## src/rtl/rsf_pkg.sv

```systemverilog
`timescale 1ns / 1ps

package rsf_pkg;

  // Input beat: restart flag and body count.
  typedef struct packed {
    logic        restart;
    logic [19:0] body_count;
  } in_t;

  // Output beat: new scale factor and overflow flag.
  typedef struct packed {
    logic [63:0] scale_out;
    logic        saturated;
  } out_t;

  // Result of the serial divider.
  typedef struct packed {
    logic        done;
    logic        sat;
    logic [63:0] quot;
  } div_res_t;

  // Configuration register indexes.
  localparam logic [3:0] CFG_LAMBDA   = 4'd0;
  localparam logic [3:0] CFG_COUPLING = 4'd1;
  localparam logic [3:0] CFG_LIGHT    = 4'd2;
  localparam logic [3:0] CFG_WIDTH    = 4'd3;
  localparam logic [3:0] CFG_HEIGHT   = 4'd4;
  localparam logic [3:0] CFG_LSCALE   = 4'd5;
  localparam logic [3:0] CFG_TSTEP    = 4'd6;
  localparam logic [3:0] CFG_INIT     = 4'd7;

  // Divisors used by the step.
  localparam logic [63:0] DivThree = 64'd3;
  localparam logic [63:0] DivSix   = 64'd6;

  // Last iteration index of the serial units, which run one iteration per bit of a 64-bit word.
  localparam logic [5:0] LastIter = 6'd63;

  // Saturating 64-bit add; the top bit of the result flags overflow.
  function automatic logic [64:0] add_sat(input logic [63:0] a, input logic [63:0] b);
    logic [64:0] s;
    s = {1'b0, a} + {1'b0, b};
    add_sat = s[64] ? {1'b1, {64{1'b1}}} : s;
  endfunction

endpackage

```

## src/rtl/rk4_scale_factor_step.sv

```systemverilog
`timescale 1ns / 1ps

// One fourth-order Runge-Kutta step of a cosmological scale factor per stepping input beat.
// Input channel: in_valid_i / in_stall_o with in_data_i (restart, body_count).
// Output channel: out_valid_o / out_stall_i with out_data_o (scale_out, saturated).
// Configuration: write cfg_data_i to register cfg_idx_i while cfg_we_i is high; write
// only while the block is idle. Indexes above the last register are ignored.
// A beat with restart set reloads the initial scale and returns it through the output register.
// A stepping beat runs 31 serial operations (multiply, divide or square root) in turn
// on the shared bit-serial units, each of which works one bit at a time.
// One beat is worked on at a time: in_stall_o is high from acceptance until the
// result is placed in the output register.
// A result that the receiver stalls waits in the output register; a next beat may be
// accepted meanwhile, and its result waits until the previous one is taken.
// Reset clears the configuration to its defaults and the scale factor to one.
module rk4_scale_factor_step #(
  parameter int unsigned FRAC_BITS = 32
) (
  input  logic           clk_i,
  input  logic           rst_ni,
  input  logic           in_valid_i,
  output logic           in_stall_o,
  input  rsf_pkg::in_t   in_data_i,
  output logic           out_valid_o,
  input  logic           out_stall_i,
  output rsf_pkg::out_t  out_data_o,
  input  logic           cfg_we_i,
  input  logic [3:0]     cfg_idx_i,
  input  logic [63:0]    cfg_data_i
);

  // 1e-10 rounded to nearest in the fixed-point format.
  localparam logic [63:0] EpsQ =
    ((64'd1 << FRAC_BITS) + 64'd5000000000) / 64'd10000000000;
  localparam logic [63:0] QOne = 64'd1 << FRAC_BITS;

  // Sequencer states.
  localparam logic [3:0] ST_IDLE = 4'd0;
  localparam logic [3:0] ST_C2   = 4'd1;
  localparam logic [3:0] ST_M    = 4'd2;
  localparam logic [3:0] ST_NUM  = 4'd3;
  localparam logic [3:0] ST_QD   = 4'd4;
  localparam logic [3:0] ST_S2   = 4'd5;
  localparam logic [3:0] ST_T2   = 4'd6;
  localparam logic [3:0] ST_P1   = 4'd7;
  localparam logic [3:0] ST_P2   = 4'd8;
  localparam logic [3:0] ST_T1   = 4'd9;
  localparam logic [3:0] ST_SQ   = 4'd10;
  localparam logic [3:0] ST_R    = 4'd11;
  localparam logic [3:0] ST_K    = 4'd12;
  localparam logic [3:0] ST_INC  = 4'd13;
  localparam logic [3:0] ST_OUT  = 4'd14;

  // Configuration registers.
  logic [63:0] lambda_q, coupling_q, light_q, lscale_q, tstep_q, init_q;
  logic [15:0] width_q, height_q;

  // Control state.
  logic [3:0]  state_q, state_d;
  logic        wait_q, wait_d;
  logic        out_valid_q, out_valid_d;
  logic [63:0] scale_q, scale_d;

  // Working registers.
  logic [63:0] a0_q, a0_d, acur_q, acur_d, c2_q, c2_d, tmp_q, tmp_d;
  logic [63:0] t2_q, t2_d, arg_q, arg_d, res_q, res_d;
  logic [66:0] acc_q, acc_d;
  logic [19:0] body_q, body_d;
  logic [33:0] den_q, den_d;
  logic [1:0]  stage_q, stage_d;
  logic        sat_q, sat_d;
  rsf_pkg::out_t out_data_q, out_data_d;

  // Unit interfaces.
  logic              mul_start, div_start, sq_start;
  logic [63:0]       mul_a, mul_b, div_hi, div_lo, div_den;
  logic              mul_done, sq_done, unit_done;
  logic [127:0]      mul_prod, mq_wide, div_wide;
  logic [63:0]       sq_root, mq, kval;
  logic              mq_ov, mi_ov;
  rsf_pkg::div_res_t div_res;
  logic              is_mul, is_div, is_sq;

  // Area denominator 3*w*h with zero dimensions taken as one.
  logic [15:0] wv, hv;
  logic [31:0] wh;
  logic [64:0] s1, s2, s3, s4;

  assign wv = (width_q == 16'd0) ? 16'd1 : width_q;
  assign hv = (height_q == 16'd0) ? 16'd1 : height_q;
  assign wh = wv * hv;

  // Fixed-point and integer views of the product; an overflow reads as all ones.
  assign mq_wide   = mul_prod >> FRAC_BITS;
  assign mq_ov     = |mq_wide[127:64];
  assign mq        = mq_ov ? {64{1'b1}} : mq_wide[63:0];
  assign mi_ov     = |mul_prod[127:64];
  assign kval      = mq;
  assign div_wide  = {64'd0, tmp_q} << FRAC_BITS;
  assign unit_done = mul_done | div_res.done | sq_done;

  rsf_mul u_mul (
    .clk_i   (clk_i),
    .rst_ni  (rst_ni),
    .start_i (mul_start),
    .a_i     (mul_a),
    .b_i     (mul_b),
    .done_o  (mul_done),
    .prod_o  (mul_prod)
  );

  rsf_div u_div (
    .clk_i    (clk_i),
    .rst_ni   (rst_ni),
    .start_i  (div_start),
    .num_hi_i (div_hi),
    .num_lo_i (div_lo),
    .den_i    (div_den),
    .res_o    (div_res)
  );

  rsf_sqrt #(
    .FRAC_BITS (FRAC_BITS)
  ) u_sqrt (
    .clk_i   (clk_i),
    .rst_ni  (rst_ni),
    .start_i (sq_start),
    .x_i     (arg_q),
    .done_o  (sq_done),
    .root_o  (sq_root)
  );

  // Operand selection for the unit that the current state uses.
  always_comb begin
    is_mul  = 1'b0;
    is_div  = 1'b0;
    is_sq   = 1'b0;
    mul_a   = '0;
    mul_b   = '0;
    div_hi  = '0;
    div_lo  = '0;
    div_den = '0;
    unique case (state_q)
      ST_C2: begin
        is_mul = 1'b1; mul_a = light_q; mul_b = light_q;
      end
      ST_M: begin
        is_mul = 1'b1; mul_a = coupling_q; mul_b = c2_q;
      end
      ST_NUM: begin
        is_mul = 1'b1; mul_a = tmp_q; mul_b = 64'(body_q);
      end
      ST_QD: begin
        is_div = 1'b1; div_lo = tmp_q; div_den = 64'(den_q);
      end
      ST_S2: begin
        is_mul = 1'b1; mul_a = lscale_q; mul_b = lscale_q;
      end
      ST_T2: begin
        is_div = 1'b1; div_hi = div_wide[127:64]; div_lo = div_wide[63:0];
        div_den = t2_q;
      end
      ST_P1: begin
        is_mul = 1'b1; mul_a = lambda_q; mul_b = acur_q;
      end
      ST_P2: begin
        is_mul = 1'b1; mul_a = tmp_q; mul_b = acur_q;
      end
      ST_T1: begin
        is_div = 1'b1; div_lo = tmp_q; div_den = rsf_pkg::DivThree;
      end
      ST_SQ: begin
        is_sq = 1'b1;
      end
      ST_R: begin
        is_mul = 1'b1; mul_a = light_q; mul_b = tmp_q;
      end
      ST_K: begin
        is_mul = 1'b1; mul_a = tmp_q; mul_b = tstep_q;
      end
      ST_INC: begin
        is_div = 1'b1; div_hi = {61'd0, acc_q[66:64]}; div_lo = acc_q[63:0];
        div_den = rsf_pkg::DivSix;
      end
      default: begin
      end
    endcase
  end

  assign mul_start = is_mul && !wait_q;
  assign div_start = is_div && !wait_q;
  assign sq_start  = is_sq && !wait_q;

  // Sequencer: launch an operation, wait for it, capture the result.
  always_comb begin
    state_d     = state_q;
    wait_d      = wait_q;
    out_valid_d = out_valid_q;
    out_data_d  = out_data_q;
    scale_d     = scale_q;
    a0_d        = a0_q;
    acur_d      = acur_q;
    c2_d        = c2_q;
    tmp_d       = tmp_q;
    t2_d        = t2_q;
    arg_d       = arg_q;
    res_d       = res_q;
    acc_d       = acc_q;
    body_d      = body_q;
    den_d       = den_q;
    stage_d     = stage_q;
    sat_d       = sat_q;
    s1          = '0;
    s2          = '0;
    s3          = '0;
    s4          = '0;

    if (out_valid_q && !out_stall_i) begin
      out_valid_d = 1'b0;
    end

    if (state_q == ST_IDLE) begin
      if (in_valid_i) begin
        sat_d = 1'b0;
        if (in_data_i.restart) begin
          res_d   = init_q;
          state_d = ST_OUT;
        end else begin
          a0_d    = scale_q;
          acur_d  = scale_q;
          body_d  = in_data_i.body_count;
          den_d   = 34'({wh, 1'b0}) + 34'(wh);
          acc_d   = '0;
          stage_d = '0;
          state_d = ST_C2;
        end
      end
    end else if (state_q == ST_OUT) begin
      // Load the output register once the previous result has gone.
      if (!out_valid_q || !out_stall_i) begin
        out_valid_d = 1'b1;
        out_data_d  = '{scale_out: res_q, saturated: sat_q};
        scale_d     = res_q;
        state_d     = ST_IDLE;
      end
    end else if (!wait_q) begin
      wait_d = 1'b1;
    end else if (unit_done) begin
      wait_d = 1'b0;
      unique case (state_q)
        ST_C2: begin
          c2_d = mq; sat_d = sat_q | mq_ov; state_d = ST_M;
        end
        ST_M: begin
          tmp_d = mq; sat_d = sat_q | mq_ov; state_d = ST_NUM;
        end
        ST_NUM: begin
          tmp_d   = mi_ov ? {64{1'b1}} : mul_prod[63:0];
          sat_d   = sat_q | mi_ov;
          state_d = ST_QD;
        end
        ST_QD: begin
          tmp_d = div_res.quot; sat_d = sat_q | div_res.sat; state_d = ST_S2;
        end
        ST_S2: begin
          t2_d = mq; sat_d = sat_q | mq_ov; state_d = ST_T2;
        end
        ST_T2: begin
          t2_d = div_res.quot; sat_d = sat_q | div_res.sat; state_d = ST_P1;
        end
        ST_P1: begin
          tmp_d = mq; sat_d = sat_q | mq_ov; state_d = ST_P2;
        end
        ST_P2: begin
          tmp_d = mq; sat_d = sat_q | mq_ov; state_d = ST_T1;
        end
        ST_T1: begin
          // Root argument: lambda term, epsilon and matter term.
          s1      = rsf_pkg::add_sat(div_res.quot, EpsQ);
          s2      = rsf_pkg::add_sat(s1[63:0], t2_q);
          arg_d   = s2[63:0];
          sat_d   = sat_q | div_res.sat | s1[64] | s2[64];
          state_d = ST_SQ;
        end
        ST_SQ: begin
          tmp_d = sq_root; state_d = ST_R;
        end
        ST_R: begin
          tmp_d = mq; sat_d = sat_q | mq_ov; state_d = ST_K;
        end
        ST_K: begin
          // Weight the middle stages twice and form the next stage point.
          if (stage_q == 2'd1 || stage_q == 2'd2) begin
            acc_d = acc_q + {2'b00, kval, 1'b0};
          end else begin
            acc_d = acc_q + {3'b000, kval};
          end
          sat_d = sat_q | mq_ov;
          if (stage_q == 2'd3) begin
            state_d = ST_INC;
          end else begin
            s3      = rsf_pkg::add_sat(a0_q,
                        (stage_q == 2'd2) ? kval : {1'b0, kval[63:1]});
            acur_d  = s3[63:0];
            sat_d   = sat_q | mq_ov | s3[64];
            stage_d = stage_q + 2'd1;
            state_d = ST_P1;
          end
        end
        ST_INC: begin
          s4      = rsf_pkg::add_sat(a0_q, div_res.quot);
          res_d   = s4[63:0];
          sat_d   = sat_q | div_res.sat | s4[64];
          state_d = ST_OUT;
        end
        default: begin
          state_d = ST_IDLE;
        end
      endcase
    end
  end

  // Control registers and configuration.
  always_ff @(posedge clk_i or negedge rst_ni) begin
    if (!rst_ni) begin
      state_q     <= ST_IDLE;
      wait_q      <= 1'b0;
      out_valid_q <= 1'b0;
      scale_q     <= QOne;
      lambda_q    <= '0;
      coupling_q  <= '0;
      light_q     <= QOne;
      width_q     <= 16'd1;
      height_q    <= 16'd1;
      lscale_q    <= QOne;
      tstep_q     <= '0;
      init_q      <= QOne;
    end else begin
      state_q     <= state_d;
      wait_q      <= wait_d;
      out_valid_q <= out_valid_d;
      scale_q     <= scale_d;
      if (cfg_we_i) begin
        unique case (cfg_idx_i)
          rsf_pkg::CFG_LAMBDA:   lambda_q   <= cfg_data_i;
          rsf_pkg::CFG_COUPLING: coupling_q <= cfg_data_i;
          rsf_pkg::CFG_LIGHT:    light_q    <= cfg_data_i;
          rsf_pkg::CFG_WIDTH:    width_q    <= cfg_data_i[15:0];
          rsf_pkg::CFG_HEIGHT:   height_q   <= cfg_data_i[15:0];
          rsf_pkg::CFG_LSCALE:   lscale_q   <= cfg_data_i;
          rsf_pkg::CFG_TSTEP:    tstep_q    <= cfg_data_i;
          rsf_pkg::CFG_INIT:     init_q     <= cfg_data_i;
          default: begin
          end
        endcase
      end
    end
  end

  // Payload registers.
  always_ff @(posedge clk_i) begin
    out_data_q <= out_data_d;
    a0_q       <= a0_d;
    acur_q     <= acur_d;
    c2_q       <= c2_d;
    tmp_q      <= tmp_d;
    t2_q       <= t2_d;
    arg_q      <= arg_d;
    res_q      <= res_d;
    acc_q      <= acc_d;
    body_q     <= body_d;
    den_q      <= den_d;
    stage_q    <= stage_d;
    sat_q      <= sat_d;
  end

  assign in_stall_o  = (state_q != ST_IDLE);
  assign out_valid_o = out_valid_q;
  assign out_data_o  = out_data_q;

endmodule

```

## src/rtl/rsf_mul.sv

```systemverilog
`timescale 1ns / 1ps

// Bit-serial shift-add multiplier: one multiplier bit per cycle, full 128-bit product.
module rsf_mul (
  input  logic          clk_i,
  input  logic          rst_ni,
  input  logic          start_i,
  input  logic [63:0]   a_i,
  input  logic [63:0]   b_i,
  output logic          done_o,
  output logic [127:0]  prod_o
);

  logic [63:0]  mcand_q, mplier_q;
  logic [127:0] prod_q;
  logic [5:0]   cnt_q;
  logic         busy_q, done_q;
  logic [64:0]  sum;

  // Add the multiplicand into the upper half when the current bit is set.
  assign sum = {1'b0, prod_q[127:64]} + {1'b0, (mplier_q[0] ? mcand_q : 64'd0)};

  // Control: iteration count and done pulse.
  always_ff @(posedge clk_i or negedge rst_ni) begin
    if (!rst_ni) begin
      busy_q <= 1'b0;
      done_q <= 1'b0;
      cnt_q  <= '0;
    end else begin
      done_q <= 1'b0;
      if (start_i) begin
        busy_q <= 1'b1;
        cnt_q  <= '0;
      end else if (busy_q) begin
        cnt_q <= cnt_q + 6'd1;
        if (cnt_q == rsf_pkg::LastIter) begin
          busy_q <= 1'b0;
          done_q <= 1'b1;
        end
      end
    end
  end

  // Datapath: product shifts right as multiplier bits are consumed.
  always_ff @(posedge clk_i) begin
    if (start_i) begin
      mcand_q  <= a_i;
      mplier_q <= b_i;
      prod_q   <= '0;
    end else if (busy_q) begin
      prod_q   <= {sum, prod_q[63:1]};
      mplier_q <= {1'b0, mplier_q[63:1]};
    end
  end

  assign done_o = done_q;
  assign prod_o = prod_q;

endmodule

```

## src/rtl/rsf_div.sv

```systemverilog
`timescale 1ns / 1ps

// Restoring divider of a 128-bit numerator by a 64-bit divisor, one quotient bit per
// cycle. A zero divisor or a quotient over 64 bits ends at once, saturated unless 0/0.
module rsf_div (
  input  logic               clk_i,
  input  logic               rst_ni,
  input  logic               start_i,
  input  logic [63:0]        num_hi_i,
  input  logic [63:0]        num_lo_i,
  input  logic [63:0]        den_i,
  output rsf_pkg::div_res_t  res_o
);

  logic [63:0] rem_q, quo_q, den_q;
  logic [5:0]  cnt_q;
  logic        busy_q, done_q, sat_q;
  logic [64:0] shifted, diff;
  logic        take;

  // One restoring step: shift in the next numerator bit and try a subtract.
  assign shifted = {rem_q, quo_q[63]};
  assign diff    = shifted - {1'b0, den_q};
  assign take    = (shifted >= {1'b0, den_q});

  // Control: early exit on the special cases, otherwise 64 steps.
  always_ff @(posedge clk_i or negedge rst_ni) begin
    if (!rst_ni) begin
      busy_q <= 1'b0;
      done_q <= 1'b0;
      cnt_q  <= '0;
    end else begin
      done_q <= 1'b0;
      if (start_i) begin
        cnt_q <= '0;
        if (num_hi_i >= den_i) begin
          done_q <= 1'b1;
        end else begin
          busy_q <= 1'b1;
        end
      end else if (busy_q) begin
        cnt_q <= cnt_q + 6'd1;
        if (cnt_q == rsf_pkg::LastIter) begin
          busy_q <= 1'b0;
          done_q <= 1'b1;
        end
      end
    end
  end

  // Datapath: the low numerator word shifts out while quotient bits shift in.
  always_ff @(posedge clk_i) begin
    if (start_i) begin
      den_q <= den_i;
      rem_q <= num_hi_i;
      if (den_i == 64'd0 && num_hi_i == 64'd0 && num_lo_i == 64'd0) begin
        quo_q <= '0;
        sat_q <= 1'b0;
      end else if (num_hi_i >= den_i) begin
        quo_q <= '1;
        sat_q <= 1'b1;
      end else begin
        quo_q <= num_lo_i;
        sat_q <= 1'b0;
      end
    end else if (busy_q) begin
      rem_q <= take ? diff[63:0] : shifted[63:0];
      quo_q <= {quo_q[62:0], take};
    end
  end

  assign res_o.done = done_q;
  assign res_o.sat  = sat_q;
  assign res_o.quot = quo_q;

endmodule

```

## src/rtl/rsf_sqrt.sv

```systemverilog
`timescale 1ns / 1ps

// Digit-by-digit square root of x * 2^FRAC_BITS, one root bit per cycle.
module rsf_sqrt #(
  parameter int unsigned FRAC_BITS = 32
) (
  input  logic        clk_i,
  input  logic        rst_ni,
  input  logic        start_i,
  input  logic [63:0] x_i,
  output logic        done_o,
  output logic [63:0] root_o
);

  logic [127:0] rad_q;
  logic [66:0]  rem_q, remsh, trial;
  logic [63:0]  root_q;
  logic [5:0]   cnt_q;
  logic         busy_q, done_q, take;

  // Bring down two radicand bits and test the next root bit.
  assign remsh = {rem_q[64:0], rad_q[127:126]};
  assign trial = {1'b0, root_q, 2'b01};
  assign take  = (remsh >= trial);

  // Control: 64 steps and a done pulse.
  always_ff @(posedge clk_i or negedge rst_ni) begin
    if (!rst_ni) begin
      busy_q <= 1'b0;
      done_q <= 1'b0;
      cnt_q  <= '0;
    end else begin
      done_q <= 1'b0;
      if (start_i) begin
        busy_q <= 1'b1;
        cnt_q  <= '0;
      end else if (busy_q) begin
        cnt_q <= cnt_q + 6'd1;
        if (cnt_q == rsf_pkg::LastIter) begin
          busy_q <= 1'b0;
          done_q <= 1'b1;
        end
      end
    end
  end

  // Datapath: radicand shifts left two bits a step.
  always_ff @(posedge clk_i) begin
    if (start_i) begin
      rad_q  <= 128'(x_i) << FRAC_BITS;
      rem_q  <= '0;
      root_q <= '0;
    end else if (busy_q) begin
      rad_q  <= {rad_q[125:0], 2'b00};
      rem_q  <= take ? (remsh - trial) : remsh;
      root_q <= {root_q[62:0], take};
    end
  end

  assign done_o = done_q;
  assign root_o = root_q;

endmodule

```

## config.mk

```make
export PLATFORM = sky130hd
export DESIGN_NAME = rk4_scale_factor_step
export DESIGN_NICKNAME = d
export VERILOG_FILES = /design/src/rtl/rsf_pkg.sv /design/src/rtl/rk4_scale_factor_step.sv /design/src/rtl/rsf_mul.sv /design/src/rtl/rsf_div.sv /design/src/rtl/rsf_sqrt.sv
export SDC_FILE = /design/constraint.sdc
export NUM_CORES = 2
export LEC_CHECK = 0
export BUFFER_PORTS_ARGS = -buffer_cell sky130_fd_sc_hd__buf_2
export CAP_MARGIN = 20
export CORE_ASPECT_RATIO = 1.25
export CORE_MARGIN = 2
export CORE_UTILIZATION = 30
export DETAILED_ROUTE_END_ITERATION = 6
export PLACE_DENSITY_LB_ADDON = 0.08
export REMOVE_ABC_BUFFERS = 1
export SETUP_SLACK_MARGIN = 0.05
export SLEW_MARGIN = 30
export SYNTH_ARGS = -nofsm -noshare
export SYNTH_HDL_FRONTEND = slang
export SYNTH_HIERARCHICAL = 1
export SYNTH_SLANG_ARGS = --single-unit
```

## constraint.sdc

```tcl
create_clock -name clk_i -period 24.5 [get_ports clk_i]
set_input_delay 0 -clock clk_i [delete_from_list [all_inputs] [get_ports clk_i]]
set_output_delay 0 -clock clk_i [all_outputs]
set_load 0.005 [all_outputs]
```

# After elaboration in Yosys (flattened, before gate mapping)
# Index checks and enable logic that the tools add are counted.
# totals
ram_bits	0
ff_bits	1821
word_cells	280
n_memories	0
latch_bits	0
in_bits	94
rom_bits	0
# op_classes
addsub	13
multipliers	1
n_shift	0
muxes	110
n_eq_ne	34
div	0
bitwise_logic	11
magnitude_cmp	3
reduce_logical	62
# op_table
cell	count
64-bit 2-to-1 mux	28
67-bit 2-to-1 mux	8
64-bit case mux with 4 select lines	2
64-bit case mux with 7 select lines	1
64-bit case mux with 5 select lines	1
64-bit by 64-bit adder with 65-bit output	4
65-bit 2-to-1 mux	4
64-bit zero test	3
96-bit 2-to-1 mux	2
64-bit case mux with 3 select lines	1
64-bit case mux with 2 select lines	1
67-bit by 64-bit adder with 67-bit output	1
67-bit by 65-bit adder with 67-bit output	1
67-bit by 66-bit >= comparator with 1-bit output	1
65-bit by 64-bit >= comparator with 1-bit output	1
65-bit subtractor	1
32-bit by 64-bit >= comparator with 1-bit output	1
32-bit case mux with 2 select lines	1
64-bit OR reduction	1
64-bit subtractor	1
4-bit case mux with 13 select lines	1
6-bit 2-to-1 mux	6
1-bit 2-to-1 mux	35
33-bit by 32-bit adder with 34-bit output	1
39 further kinds	127

# Depth between registers and ports, before layout
# logic_depth
word_depth	12
depth_mapped	38
ltp_nobuf	36

# Hierarchy
# The synthesis kept the hierarchy.
# modules_own_cells
module	seq_area_each_um2	area_per_inst_um2	cells_each	n_inst
rk4_scale_factor_step	31297.5	76409.5	7615	1
rsf_div	5995.8	15140.8	1653	1
rsf_mul	6606.3	13902.1	1330	1
rsf_sqrt	5345.1	13374.1	1473	1

# Worst setup path before layout
# OpenSTA, ideal clock, no wires.
# synth_path
kind	register to register
start	reg state_q[3]
end	reg acur_q[0] (enable)
n_path_buf	0
t_arrival_ns	11.204
path_slack_ns	12.707
required_ns	23.911
path_stages_with_launch	8
period_less_slack_ns	11.793
cell_sequence	dfrtp_1 > inv_1 > nand2_1 > nor3_1 > nand2_1 > nor2_1 > a21oi_1 > a211oi_1
# synth_between
elab_chain_cells	3
elab_cells_between_ends	11
cone_classes	eq/ne (6); reduce/logical (5)
# synth_lines
element	line	text
from (decl)	rk4_scale_factor_step.sv:59	logic [3:0] state_q, state_d;
from (signal assigned)	rk4_scale_factor_step.sv:339	state_q <= state_d;
4-bit == test (tied with other cells)	rk4_scale_factor_step.sv:238	end else if (state_q == ST_OUT) begin
2-bit != test (no source line) / 2-bit nonzero test (equally long branches)	n/a	
7-bit AND reduction (no source line) *	n/a	
to (signal assigned)	rk4_scale_factor_step.sv:364	acur_q <= acur_d;
to (decl)	rk4_scale_factor_step.sv:65	logic [63:0] a0_q, a0_d, acur_q, acur_d, c2_q, c2_d, tmp_q, tmp_d;
# Mark *: on every way between the ends. The rest lies on a longest branch, timed or not.
# A chain may end at the register's enable or synchronous reset.

==> metrics.md <==
| Metric | Value |
|---|---|
| DRC errors left | `6` |
| Synth cell types | `about 130` |
| Failing checks | `design-rule violations` |
| Global routing's busiest layer | `met2` |
| Slew Limit Fails | `0` |
| Final Hold Violating Endpoints | `0` |
| Max Freq | `around 100 MHz` |
| Grt ovf | `0` |
| Nets@finish | `between 10000 and 15000` |
| Final std cells w/o fill | `about 18000` |
| Worst setup margin | `~15000 ps` |
| Final min period | `between 9000 and 10000 ps` |
| Final TNS setup | `0 ps` |
| Finish-stage setup viols | `0` |
| Core ar. | `around 0.4 mm^2` |
| Max Cap Viol | `0` |
| CTS tree | `done` |
| Post-synth EDFFs | `roughly 1000` |
| Worst path arrival time | `slightly above 10000 ps` |
| Reg2reg end | `den_q[32]$_DFFE_PP_` |
| R2r worst-path depth | `31` |
| Placed Cells | `around 17000` |
| Reg2reg start | `width_q[8]$_DFFE_PN0P_` |
| Reg2Reg Setup Slack | `around 15000 ps` |
| Worst slew pin tran | `between 1000 and 1500 ps` |
| Initial DRC count | `just over 9000` |
| Tcrit/Tclk final | `around two fifths` |
| Critical Path RT | `25110 ps` |
| CTS clk-pin slew, worst paths | `approximately 60 ps` |
| Htree depth | `4` |
| Hold Path Cell Cnt | `3` |
| # Post-CTS Setup Buffers | `0` |
| Hold EP | `lambda_q[62]$_DFFE_PN0P_` |
| Yosys reg bits | `~1800` |
| Drt first pass iters | `7` |
| Final instance area | `~0.13 mm^2` |
| RSZ-0062 raised after global routing | `no` |
| Dominant cell type by area after synthesis | `edfxtp_1` |
| Die ar. | `about 0.4 mm^2` |
| DP Wirelength | `between 400000 and 500000 um` |
| WL/cell | `29.6 um` |
| Crit-path max cell delay | `between 600 and 700 ps` |
| Critical path class | `reg2reg` |
| Layout cells sized above 1 | `between 10% and 20%` |
| Mapped Cells | `around 12000` |
| Routed vias/inst | `5.56` |
| Initial antenna violation count | `45` |
| Post-cts sizing count | `0` |
| Crit Path Max Fanout | `18` |
| Max VDD drop | `0.782 mV` |
| Post-DRT Antenna Nets | `0` |
| Area of the mapped netlist | `~0.12 mm^2` |
| Die span in x | `about 570 um` |
| Die Height | `around 700 um` |
| P_leak | `roughly 0.057 uW` |
| Most instantiated library cell after synthesis | `nor2_1` |
| Clk_lat worst skew | `970 ps` |
| Synth top area share | `between 20% and 30%` |
| Post-Route Skew | `around 110 ps` |
| Fraction of registers with async set/reset | `between 20% and 30%` |
| Number of global-route vias before repair | `a little under 100k` |
| Avg Cell Area, Syn | `9.84 um^2` |
| Total global-route track usage | `approximately a quarter` |
| Met2 Resource Use GR | `43.6%` |
| Yosys warns | `6` |
| Final WL | `522000 um` |
| First-pass GRT wire length | `about 740000 um` |
| Starting Density | `30.1%` |
| Largest net degree at the start of global routing | `approximately 150` |
| CP endpoint kind | `flip-flop` |
| Setup crit start kind | `flip-flop` |
| Via count | `around 98000` |
| Tot Pwr | `approximately 20000 uW` |
| Placer Congestion | `0.952` |
| Root Driver | `clkbuf_16` |
| Num rows | `around 260` |
| Relative slew margins | `28.2%` |
| Crit path max-delay family | `adder cells` |
| Most frequent CP cell | `fa_1` |
| Worst hold path type | `in2reg` |
| Grt met3 use | `3.02%` |
| Synth top cells by count | `nor2_1, edfxtp_1, nand2_1, a21oi_1, inv_1` |
| IO Count | `between 150 and 200` |
| Buf/Inv on CP | `4` |
| Layout area overhead | `13.5%` |
| Cell Area, Placed | `0.126 mm^2` |
| Post-synth top flop | `edfxtp_1` |
| CTS buffer count | `217` |
| GR Util met1 | `32.0%` |
| Clk sinks | `roughly 1800` |
| Status | `finished with violations` |
| Max clock buf depth | `4` |
| PD cells | `150 mW/mm^2` |
| HP Start | `cfg_data_i[62]` |
| Synth area leaders | `edfxtp_1, dfrtp_1, ha_1` |
| Seq/Total Area, Yosys | `41.4%` |
| Slowest cell on crit path | `dfrtp_1` |
| Worst slack at placement | `14830 ps` |
| Port bufs | `160` |
==> tightest hold or removal path, cell delays in order <==
cell,delay (ps)
dlygate4sd3_1,520
buf_2,220
mux2_2,180
==> metrics by stage <==
stage,utilization (%),hold slack [ps]
global placement,31.8,88.4
CTS,34.1,11.0
global route,34.2,67.5
detailed placement,31.8,94.6
finish,34.2,62.2
floorplan,-,-296
==> kinds of logic after synthesis <==
| kind of cell | after synthesis | synth area share (%) |
|---|---|---|
| compound gates | 3200 | 18.5 |
| buf+inv | 1478 | 4.94 |
| xor+xnor | 524 | 3.86 |
| mux | 804 | 7.35 |
| fa+ha+maj | 922 | 11.0 |
| other cells | 1 | 0.00316 |
| simple gates | 3321 | 12.9 |
| flops | 1821 | 41.4 |
==> routing by layer <==
layer  up-vias  part of all wire (%)
li1      44500                     -
met1     49800                    42
met2      2971                    49
met3       644                   4.8
met4        12                   4.1
met5         -                 0.015
==> where the power goes <==
part           internal [uW]  switching, uW
sequential              4090            248
clock                   2030           1460
combinational           5040           7360
total                  11200           9070
==> layout make-up <==
| cell class | count | area, um^2 |
|---|---|---|
| fill | 40300 | 260000 |
| multi-input combinational | 8867 | 64500 |
| sequential | 1821 | 49300 |
| tap | 5200 | 6510 |
| clock buffer | 283 | 5970 |
| timing repair buffer | 543 | 4290 |
| inverter | 764 | 2880 |
| clock inverter | 120 | 1500 |
| antenna | 20 | 50.0 |
==> worst max-delay path by stage <==
stage / from / to / slack (ps) / depth (start not counted)
after floorplan: state_q[2]$_DFFE_PN0P_ / u_div/quo_q[0]$_DFFE_PP_ / 2430 / 6
after global placement: width_q[8]$_DFFE_PN0P_ / den_q[32]$_DFFE_PP_ / 14880 / 31
after detailed placement: width_q[8]$_DFFE_PN0P_ / den_q[32]$_DFFE_PP_ / 14830 / 31
after CTS: width_q[8]$_DFFE_PN0P_ / den_q[32]$_DFFE_PP_ / 14800 / 31
after global routing: width_q[8]$_DFFE_PN0P_ / den_q[32]$_DFFE_PP_ / 14220 / 31
final: width_q[8]$_DFFE_PN0P_ / den_q[32]$_DFFE_PP_ / 14800 / 31
==> timing repair <==
action | CTS | global route
endpoints found under the hold margin | 664 | 0
hold buffers | 167 | 0
setup endpoints to repair | 0 | 0
==> cells in the final DEF, fill, tap and decap left out, types with 330 or more instances in the layout <==
cell type / instances
inv_1: 757
edfxtp_1: 1022
ha_1: 718
mux2_2: 546
o21ai_0: 487
xnor2_1: 330
nand2_1: 999
a21oi_1: 829
nor2_1: 1091
dfrtp_1: 501
a21o_1: 391
==> flip-flops by register name (all words and copies together) (netlist names), 65 cells and up <==
name          cells
acc_q            67
out_data_o       65
u_mul/prod_o    128
u_sqrt/rad_q     96
u_sqrt/rem_q     65
Power figures use the tool's default switching activity.
